$ cat src/hw/rtl/ebe_pkg.sv
`timescale 1ns / 1ps

package ebe_pkg;

   localparam int QueueDepthDefault = 2;

   localparam logic [7:0] OP_END    = 8'h00;
   localparam logic [7:0] OP_WAIT   = 8'h01;
   localparam logic [7:0] OP_REG    = 8'h10;
   localparam logic [7:0] OP_PLAY_A = 8'h20;
   localparam logic [7:0] OP_STOP_A = 8'h21;
   localparam logic [7:0] OP_PLAY_B = 8'h22;
   localparam logic [7:0] OP_STOP_B = 8'h23;

   typedef enum logic [2:0] {
      FUNC_REG    = 3'd0,
      FUNC_PLAY_A = 3'd1,
      FUNC_STOP_A = 3'd2,
      FUNC_PLAY_B = 3'd3,
      FUNC_STOP_B = 3'd4,
      FUNC_FINISH = 3'd5
   } func_type;

   typedef enum logic [1:0] {
      ST_OK       = 2'd0,
      ST_ORDER    = 2'd1,
      ST_DELTA_N  = 2'd2,
      ST_OVERFLOW = 2'd3
   } status_type;

   typedef enum logic {
      CSR_CAPTURE = 1'b0,
      CSR_TAIL    = 1'b1
   } csr_index_type;

   typedef enum logic [1:0] {
      FE_IDLE,
      FE_CALC,
      FE_PUSH
   } fe_state_type;

   typedef enum logic [2:0] {
      BE_IDLE,
      BE_OP_A,
      BE_ULEB_A,
      BE_OP_B,
      BE_ULEB_B,
      BE_CMD,
      BE_ERR
   } be_state_type;

   // One queued job: an error word, or up to two waits followed by a command.
   typedef struct packed {
      logic        err;
      status_type  status;
      logic [63:0] wait_a;
      logic [63:0] wait_b;
      logic [3:0]  cmd_len;
      logic [63:0] cmd_bytes;
   } job_type;

endpackage

$ cat src/hw/rtl/ebe_front.sv
`timescale 1ns / 1ps

module ebe_front import ebe_pkg::*; (
   input  logic        clock,
   input  logic        reset,
   input  logic        req_valid,
   output logic        req_stall,
   input  logic [2:0]  req_func,
   input  logic [63:0] req_event_cycle,
   input  logic [15:0] req_target_id,
   input  logic [7:0]  req_reg_data,
   input  logic [15:0] req_delta_n,
   input  logic [7:0]  req_level,
   input  logic [7:0]  req_pan,
   input  logic [7:0]  req_play_flags,
   input  logic        csr_write,
   input  logic        csr_index,
   input  logic [63:0] csr_data,
   output logic        push,
   output job_type     push_job,
   input  logic        queue_full
);

   fe_state_type state_ff, state_in;
   logic [2:0]  func_ff;
   logic [63:0] cyc_ff;
   logic [15:0] tid_ff;
   logic [7:0]  data_ff;
   logic [15:0] dn_ff;
   logic [7:0]  level_ff;
   logic [7:0]  pan_ff;
   logic [7:0]  flags_ff;
   logic [63:0] cursor_ff, cursor_in;
   logic [63:0] capture_ff;
   logic [63:0] tail_ff;
   logic [63:0] delta_ff;
   logic        borrow_ff;
   logic [63:0] end_ff;
   logic [64:0] diff;
   logic [64:0] total;
   logic [63:0] pad;
   logic        accept;

   assign accept = req_valid && !req_stall;
   assign diff   = {1'b0, cyc_ff} - {1'b0, cursor_ff};
   assign total  = {1'b0, end_ff} + {1'b0, tail_ff};
   assign pad    = end_ff - cursor_ff;

   always_ff @(posedge clock) begin
      if (reset) begin
         state_ff   <= FE_IDLE;
         cursor_ff  <= '0;
         capture_ff <= '0;
         tail_ff    <= '0;
      end else begin
         state_ff  <= state_in;
         cursor_ff <= cursor_in;
         if (csr_write) begin
            unique case (csr_index_type'(csr_index))
               CSR_CAPTURE: capture_ff <= csr_data;
               CSR_TAIL:    tail_ff    <= csr_data;
               default:     ;
            endcase
         end
      end
   end

   always_ff @(posedge clock) begin
      if (accept) begin
         func_ff  <= req_func;
         cyc_ff   <= req_event_cycle;
         tid_ff   <= req_target_id;
         data_ff  <= req_reg_data;
         dn_ff    <= req_delta_n;
         level_ff <= req_level;
         pan_ff   <= req_pan;
         flags_ff <= req_play_flags;
      end
      if (state_ff == FE_CALC) begin
         delta_ff  <= diff[63:0];
         borrow_ff <= diff[64];
         end_ff    <= (cursor_ff > capture_ff) ? cursor_ff : capture_ff;
      end
   end

   always_comb begin
      state_in  = state_ff;
      cursor_in = cursor_ff;
      req_stall = 1'b1;
      push      = 1'b0;
      push_job  = '0;
      unique case (state_ff)
         FE_IDLE: begin
            req_stall = 1'b0;
            if (req_valid) begin
               state_in = FE_CALC;
            end
         end
         FE_CALC: begin
            state_in = (func_ff > 3'(FUNC_FINISH)) ? FE_IDLE : FE_PUSH;
         end
         FE_PUSH: begin
            if (func_ff == 3'(FUNC_FINISH)) begin
               if (total[64]) begin
                  push_job.err    = 1'b1;
                  push_job.status = ST_OVERFLOW;
               end else begin
                  push_job.wait_a    = pad;
                  push_job.wait_b    = tail_ff;
                  push_job.cmd_len   = 4'd1;
                  push_job.cmd_bytes = {OP_END, 56'd0};
               end
            end else if (borrow_ff) begin
               push_job.err    = 1'b1;
               push_job.status = ST_ORDER;
            end else if (func_ff == 3'(FUNC_PLAY_B) && dn_ff == 16'd0) begin
               push_job.err    = 1'b1;
               push_job.status = ST_DELTA_N;
            end else begin
               push_job.wait_a = delta_ff;
               unique case (func_type'(func_ff))
                  FUNC_REG: begin
                     push_job.cmd_len   = 4'd4;
                     push_job.cmd_bytes = {OP_REG, tid_ff, data_ff, 32'd0};
                  end
                  FUNC_PLAY_A: begin
                     push_job.cmd_len   = 4'd5;
                     push_job.cmd_bytes = {OP_PLAY_A, tid_ff, level_ff, pan_ff, 24'd0};
                  end
                  FUNC_STOP_A: begin
                     push_job.cmd_len   = 4'd1;
                     push_job.cmd_bytes = {OP_STOP_A, 56'd0};
                  end
                  FUNC_PLAY_B: begin
                     push_job.cmd_len   = 4'd8;
                     push_job.cmd_bytes = {OP_PLAY_B, tid_ff, dn_ff, level_ff, pan_ff,
                                           flags_ff};
                  end
                  default: begin
                     push_job.cmd_len   = 4'd1;
                     push_job.cmd_bytes = {OP_STOP_B, 56'd0};
                  end
               endcase
            end
            if (!queue_full) begin
               push     = 1'b1;
               state_in = FE_IDLE;
               if (func_ff == 3'(FUNC_FINISH)) begin
                  if (!total[64]) begin
                     cursor_in = '0;
                  end
               end else if (!borrow_ff && !(func_ff == 3'(FUNC_PLAY_B) && dn_ff == 16'd0)) begin
                  cursor_in = cyc_ff;
               end
            end
         end
         default: state_in = FE_IDLE;
      endcase
   end

endmodule

$ cat src/hw/rtl/ebe_queue.sv
`timescale 1ns / 1ps

module ebe_queue import ebe_pkg::*; #(
   parameter int QUEUE_DEPTH = QueueDepthDefault
) (
   input  logic    clock,
   input  logic    reset,
   input  logic    push,
   input  job_type push_job,
   output logic    full,
   input  logic    pop,
   output job_type pop_job,
   output logic    empty
);

   localparam int PtrWidth = $clog2(QUEUE_DEPTH);

   job_type             slot_ff [QUEUE_DEPTH];
   logic [PtrWidth:0]   wr_ptr_ff;
   logic [PtrWidth:0]   rd_ptr_ff;

   assign empty   = (wr_ptr_ff == rd_ptr_ff);
   assign full    = (wr_ptr_ff[PtrWidth] != rd_ptr_ff[PtrWidth]) &&
                    (wr_ptr_ff[PtrWidth-1:0] == rd_ptr_ff[PtrWidth-1:0]);
   assign pop_job = slot_ff[rd_ptr_ff[PtrWidth-1:0]];

   always_ff @(posedge clock) begin
      if (reset) begin
         wr_ptr_ff <= '0;
         rd_ptr_ff <= '0;
      end else begin
         if (push && !full) begin
            wr_ptr_ff <= wr_ptr_ff + 1'b1;
         end
         if (pop && !empty) begin
            rd_ptr_ff <= rd_ptr_ff + 1'b1;
         end
      end
   end

   always_ff @(posedge clock) begin
      if (push && !full) begin
         slot_ff[wr_ptr_ff[PtrWidth-1:0]] <= push_job;
      end
   end

endmodule

$ cat src/hw/rtl/ebe_back.sv
`timescale 1ns / 1ps

module ebe_back import ebe_pkg::*; (
   input  logic       clock,
   input  logic       reset,
   input  logic       queue_empty,
   input  job_type    pop_job,
   output logic       pop,
   output logic       rsp_valid,
   input  logic       rsp_stall,
   output logic [7:0] rsp_out_byte,
   output logic       rsp_run_end,
   output logic [1:0] rsp_status
);

   be_state_type state_ff, state_in;
   job_type      job_ff;
   logic [63:0]  val_ff, val_in;
   logic [63:0]  cmd_ff, cmd_in;
   logic [3:0]   cnt_ff, cnt_in;
   logic         valid_ff, valid_in;
   logic [7:0]   byte_ff, byte_in;
   logic         end_ff, end_in;
   logic [1:0]   status_ff, status_in;
   logic         out_free;
   logic         val_more;
   logic [7:0]   uleb_byte;

   assign out_free     = !valid_ff || !rsp_stall;
   assign val_more     = |val_ff[63:7];
   assign uleb_byte    = {val_more, val_ff[6:0]};
   assign rsp_valid    = valid_ff;
   assign rsp_out_byte = byte_ff;
   assign rsp_run_end  = end_ff;
   assign rsp_status   = status_ff;

   always_ff @(posedge clock) begin
      if (reset) begin
         state_ff <= BE_IDLE;
         valid_ff <= 1'b0;
      end else begin
         state_ff <= state_in;
         valid_ff <= valid_in;
      end
   end

   always_ff @(posedge clock) begin
      if (pop) begin
         job_ff <= pop_job;
      end
      val_ff    <= val_in;
      cmd_ff    <= cmd_in;
      cnt_ff    <= cnt_in;
      byte_ff   <= byte_in;
      end_ff    <= end_in;
      status_ff <= status_in;
   end

   always_comb begin
      state_in  = state_ff;
      val_in    = val_ff;
      cmd_in    = cmd_ff;
      cnt_in    = cnt_ff;
      valid_in  = valid_ff && rsp_stall;
      byte_in   = byte_ff;
      end_in    = end_ff;
      status_in = status_ff;
      pop       = 1'b0;
      unique case (state_ff) inside
         BE_IDLE: begin
            if (!queue_empty) begin
               pop    = 1'b1;
               cmd_in = pop_job.cmd_bytes;
               cnt_in = pop_job.cmd_len;
               if (pop_job.err) begin
                  state_in = BE_ERR;
               end else if (pop_job.wait_a != 64'd0) begin
                  state_in = BE_OP_A;
               end else if (pop_job.wait_b != 64'd0) begin
                  state_in = BE_OP_B;
               end else begin
                  state_in = BE_CMD;
               end
            end
         end
         BE_OP_A, BE_OP_B: begin
            if (out_free) begin
               valid_in  = 1'b1;
               byte_in   = OP_WAIT;
               end_in    = 1'b0;
               status_in = ST_OK;
               val_in    = (state_ff == BE_OP_A) ? job_ff.wait_a : job_ff.wait_b;
               state_in  = (state_ff == BE_OP_A) ? BE_ULEB_A : BE_ULEB_B;
            end
         end
         BE_ULEB_A, BE_ULEB_B: begin
            if (out_free) begin
               valid_in  = 1'b1;
               byte_in   = uleb_byte;
               end_in    = 1'b0;
               status_in = ST_OK;
               val_in    = {7'd0, val_ff[63:7]};
               if (!val_more) begin
                  if (state_ff == BE_ULEB_A && job_ff.wait_b != 64'd0) begin
                     state_in = BE_OP_B;
                  end else begin
                     state_in = BE_CMD;
                  end
               end
            end
         end
         BE_CMD: begin
            if (out_free) begin
               valid_in  = 1'b1;
               byte_in   = cmd_ff[63:56];
               end_in    = (cnt_ff == 4'd1);
               status_in = ST_OK;
               cmd_in    = {cmd_ff[55:0], 8'd0};
               cnt_in    = cnt_ff - 4'd1;
               if (cnt_ff == 4'd1) begin
                  state_in = BE_IDLE;
               end
            end
         end
         BE_ERR: begin
            if (out_free) begin
               valid_in  = 1'b1;
               byte_in   = 8'd0;
               end_in    = 1'b1;
               status_in = job_ff.status;
               state_in  = BE_IDLE;
            end
         end
         default: state_in = BE_IDLE;
      endcase
   end

endmodule

$ cat src/hw/rtl/event_stream_bytecode_encoder_core.sv
`timescale 1ns / 1ps

// Channel   Direction  Handshake             Payload
// req_      in         req_valid/req_stall   func, event_cycle, operand fields
// rsp_      out        rsp_valid/rsp_stall   out_byte, run_end, status
// csr_      in         csr_write             csr_index, csr_data
//
// The front registers a word, works out its delta and pushes the job to a small queue,
// taking no new word until it is idle again; an undefined function code makes no job.
// The back loads a job while idle, then sends one word per cycle unless rsp_ stalls.
// Synchronous reset clears the cursor, both registers, the queue and both controllers.
// A stall on rsp_ fills the queue first and only then holds off req_.

module event_stream_bytecode_encoder_core import ebe_pkg::*; #(
   parameter int QUEUE_DEPTH = QueueDepthDefault
) (
   input  logic        clock,
   input  logic        reset,
   input  logic        req_valid,
   output logic        req_stall,
   input  logic [2:0]  req_func,
   input  logic [63:0] req_event_cycle,
   input  logic [15:0] req_target_id,
   input  logic [7:0]  req_reg_data,
   input  logic [15:0] req_delta_n,
   input  logic [7:0]  req_level,
   input  logic [7:0]  req_pan,
   input  logic [7:0]  req_play_flags,
   output logic        rsp_valid,
   input  logic        rsp_stall,
   output logic [7:0]  rsp_out_byte,
   output logic        rsp_run_end,
   output logic [1:0]  rsp_status,
   input  logic        csr_write,
   input  logic        csr_index,
   input  logic [63:0] csr_data
);

   logic    push;
   job_type push_job;
   logic    queue_full;
   logic    pop;
   job_type pop_job;
   logic    queue_empty;

   ebe_front u_front (
      .clock           (clock),
      .reset           (reset),
      .req_valid       (req_valid),
      .req_stall       (req_stall),
      .req_func        (req_func),
      .req_event_cycle (req_event_cycle),
      .req_target_id   (req_target_id),
      .req_reg_data    (req_reg_data),
      .req_delta_n     (req_delta_n),
      .req_level       (req_level),
      .req_pan         (req_pan),
      .req_play_flags  (req_play_flags),
      .csr_write       (csr_write),
      .csr_index       (csr_index),
      .csr_data        (csr_data),
      .push            (push),
      .push_job        (push_job),
      .queue_full      (queue_full)
   );

   ebe_queue #(
      .QUEUE_DEPTH (QUEUE_DEPTH)
   ) u_queue (
      .clock    (clock),
      .reset    (reset),
      .push     (push),
      .push_job (push_job),
      .full     (queue_full),
      .pop      (pop),
      .pop_job  (pop_job),
      .empty    (queue_empty)
   );

   ebe_back u_back (
      .clock        (clock),
      .reset        (reset),
      .queue_empty  (queue_empty),
      .pop_job      (pop_job),
      .pop          (pop),
      .rsp_valid    (rsp_valid),
      .rsp_stall    (rsp_stall),
      .rsp_out_byte (rsp_out_byte),
      .rsp_run_end  (rsp_run_end),
      .rsp_status   (rsp_status)
   );

endmodule

$ cat config.mk
export PLATFORM = sky130hd
export DESIGN_NAME = event_stream_bytecode_encoder_core
export DESIGN_NICKNAME = d
export VERILOG_FILES = /design/src/hw/rtl/ebe_pkg.sv /design/src/hw/rtl/ebe_front.sv /design/src/hw/rtl/ebe_queue.sv /design/src/hw/rtl/ebe_back.sv /design/src/hw/rtl/event_stream_bytecode_encoder_core.sv
export SDC_FILE = /design/constraint.sdc
export NUM_CORES = 2
export LEC_CHECK = 0
export BUFFER_PORTS_ARGS = -buffer_cell sky130_fd_sc_hd__buf_2
export CORE_MARGIN = 2
export CORE_UTILIZATION = 62
export CTS_CLUSTER_SIZE = 8
export DETAILED_ROUTE_END_ITERATION = 16
export PLACE_DENSITY_LB_ADDON = 0.12
export SETUP_SLACK_MARGIN = 0.1
export SLEW_MARGIN = 20
export SYNTH_ARGS = -nofsm -noshare
export SYNTH_HDL_FRONTEND = slang
export SYNTH_SLANG_ARGS = --single-unit
$ cat constraint.sdc
create_clock -name clock -period 17.73 [get_ports clock]
set_clock_uncertainty 0.15 [all_clocks]
set_input_delay 2.6595 -clock clock [delete_from_list [all_inputs] [get_ports clock]]
set_output_delay 2.6595 -clock clock [all_outputs]
set_load 0.05 [all_outputs]
==> flow_summary_export.csv <==
group,metric,value,unit
global_route,antenna_found_initial,6,
sta,drv_slew,0,
placed_design,placed_cells,5549,
global_route,grt_pass1_vias,34127,
placed_design,io_buffers,213,
floorplanning,die-area,87110,sq um
global_route,grtUsageTotal,0.3133,
sta,finalSetupTns,0,ns
floorplanning,placementRows,106,
worst_hold_path,worstHoldPathCells,2,
worst_setup_path,crit_chain,"buf_4 -> buf_4 -> mux2_2 -> nor4_2 -> nand4_1 -> or4_1 -> nor2b_1 -> nor2_1 -> or4b_1 -> a21oi_1",
routing,drt_iter0_drc,3673,
sta,rsz0062_at_grt,"false",
power,power_leakage,21.66,nW
synth,synthTopCellsByCount,"edfxtp_1, nand2_1, a21oi_1",
floorplanning,core,83820,sq um
global_route,busiest_layer,"met2",
global_route,overflow,0,
synth,synth_flop_cell,"edfxtp_1",
clock_network,post_cts_buffers,0,
clock_network,worstSkewPairLatency,0.75,ns
floorplanning,ios,214,
worst_setup_path,max_stage_delay,0.85,ns
clock_network,numCtsBuffers,158,
floorplanning,start_util,0.6270,
outcome,status,"finished, final reports clean",
clock_network,cts_tree,"done",
worst_setup_path,crit_type,"register to register",
worst_setup_path,path_max_fanout,52,
routing,wl_per_cell,23.50,um
worst_setup_path,reg2reg_to,"u_back.state_ff[1]",
routing,via_per_inst,6.100,
worst_hold_path,min_path_type,"register to register",
power,irDropWorstVdd,104.0,uV
final_layout,fin_util,0.7072,
synth,synth_top_area_frac,0.5263,
worst_setup_path,worst-endpoint-required,18.25,ns
power,finalPower,7.667,mW
floorplanning,die_h,295.1,um
sta,fmax,203.7,MHz
routing,drtPass1Iterations,5,
clock_network,clock_sinks,1124,
placed_design,place_area,54650,sq um
worst_setup_path,regToRegSetupSlack,12.82,ns
synth,synth_area_leader_cell,"edfxtp_1",
clock_network,postCtsHoldBufs,0,
worst_setup_path,slowest_stage,"dfxtp_4",
routing,drc_errors,0,
global_route,grt_max_degree,104,
final_layout,n_antenna_cell,0,
clock_network,cts_resized,0,
final_layout,layout.cells.non_filler,5813,
routing,routed_wl,136.6,mm
clock_network,cts.path.max_buffers,3,
synth,syn_area,52550,sq um
global_route,met3_usage,0.05593,
worst_setup_path,crit_top_cell,"buf_4",
sta,worst_pin_slew,1.161,ns
routing,drtAntennaViolNets,0,
sta,hold_viol_final,0,
global_route,grt_pass1_wl,204.4,mm
floorplanning,die_w,295.1,um
placed_design,place_hpwl,98.41,mm
final_layout,synthToLayoutAreaGrowth,12.80,%
sta,min_period,4.908,ns
run,max_cap_violations,0,
synth,synth_seq_area_share,0.6036,
worst_hold_path,whs_endpoint,"u_front.capture_ff[54]",
final_layout,drive_above_1_share,0.1282,
synth,synth_edf_count,921,
worst_setup_path,cp-end-kind,"register",
worst_setup_path,critPathLaunchType,"register",
worst_setup_path,worst_ep_arrival_time,5.43,ns
worst_hold_path,hold_start,"u_front.capture_ff[54]",
final_layout,fin_area,59280,sq um
synth,async_flop_share,0,
power,power.density,129.3,nW/um^2
global_route,met2_usage,0.4885,
clock_network,clock-root-buffer,"clkbuf_16",
synth,syn-num-nets,4826,
sta,fin_crit_sh,0.2768,
synth,synthCells,4366,
clock_network,htreeDepth,4,
placed_design,gp_congestion,0.9177,
synth,synth.most_common_cell,"edfxtp_1",
sta,relSlewSlack,0.2187,
synth,synth-seq-cells,1124,
clock_network,cts.clk_slew.worst_paths,0.05,ns
global_route,globalRouteMet1Util,0.4523,
synth,synth_area_leaders,"edfxtp_1, dfxtp_1, ha_1, nand2_1, mux2i_1",
worst_setup_path,reg2reg_depth,10,
synth,synthDistinctLibCells,73,
synth,synth_warnings,0,
synth,avgSynthCellArea,12.04,sq um
final_layout,final_nets,5035,
sta,setup_violations,0,
routing,via_count,35461,
flip-flops by register name, indices dropped and copies added (netlist names), 64 cells and up, named ones only:
name                flops
u_front.cursor_ff      64
u_back.job_ff         130
u_front.tail_ff        64
u_front.cyc_ff         64
u_front.delta_ff       64
u_front.end_ff         64
u_back.val_ff          64
u_back.cmd_ff          64
u_queue.slot_ff       388
u_front.capture_ff     64
per-layer routing:
layer / routed length, um / part of all wire
met5: 13 / 0.000095
met4: 3437 / 0.025
met3: 10590 / 0.077
met2: 62570 / 0.46
met1: 60020 / 0.44
layout by cell type (no fill, tap or decap), types with 45 or more instances in the layout:
cell       netlist  final
o21ai_0        263    263
a22o_1          72     72
nor4_1          83     81
mux2_2         131    131
edfxtp_1       921    921
clkbuf_16        0    160
xnor2_1         72     72
clkbuf_1       167     91
buf_2           17    212
inv_1          170    170
nand4_1         74     74
mux2i_1        201    201
dfxtp_1        203    202
a21oi_1        335    334
nand3_1         46     45
xor2_1          52     52
nor2_1         139    133
a21o_1         119    119
ha_1           257    257
and2_1         118    116
nand2_1        573    572
cells by family (layout without fill, tap and decap cells):
family	count (synthesis)	count (layout)	synth area share
DFF	1124	1124	0.6036
and+or+nand+nor	1185	1185	0.1064
buffers and inverters	376	689	0.02790
adders and majority gates	260	260	0.06214
muxes	332	332	0.06635
xor gates and xnor gates	124	124	0.02067
AOI/OAI and AO/OA	965	965	0.1129
final cells by class:
cell class,instances,area (sq um)
tap,1134,1419
multi-input combinational,2866,19490
sequential,1124,31720
clock buffer,252,4359
fill,5987,24540
timing repair buffer,255,1388
clock inverter,12,260.3
inverter,170,638.1
how the worst max path moves through the flow:
stage | from | end | slack [ns] | cells past startpoint
global placement | reset | u_front.cursor_ff[56] | 12.45 | 5
CTS | register | u_back.state_ff[1] | 12.84 | 10
detailed placement | reset | u_front.cursor_ff[14] | 12.41 | 5
finish | register | u_back.state_ff[1] | 12.82 | 10
global route | register | u_back.state_ff[1] | 12.64 | 10
floorplan | u_queue.wr_ptr_ff[0] | u_queue.slot_ff[0][0] | 2.89 | 3
power breakdown:
group | leakage [nW] | internal [mW] | total (mW) | switching [mW]
combinational | 9.17 | 0.473 | 1.34 | 0.871
clock | 2.20 | 1.68 | 2.79 | 1.11
sequential | 10.3 | 3.34 | 3.53 | 0.191
worst max-delay path, delay by kind of cell, from the launching register on:
kind / cells / cell delay (ns)
compound gates: 1 / 0.13
buf+inv: 2 / 1.29
flops: 1 / 0.85
mux: 1 / 0.42
simple gates: 6 / 1.86
per-stage QoR:
stage / setup slack [ns] / hold WS, ns
3_3_place_gp: 12.45 / 0.2913
2_1_floorplan: 2.889 / 0.2863
5_1_grt: 12.64 / 0.3149
4_1_cts: 12.84 / 0.3028
3_5_place_dp: 12.41 / 0.2963
6_report: 12.82 / 0.3032
(Power assumes the default switching activity.)
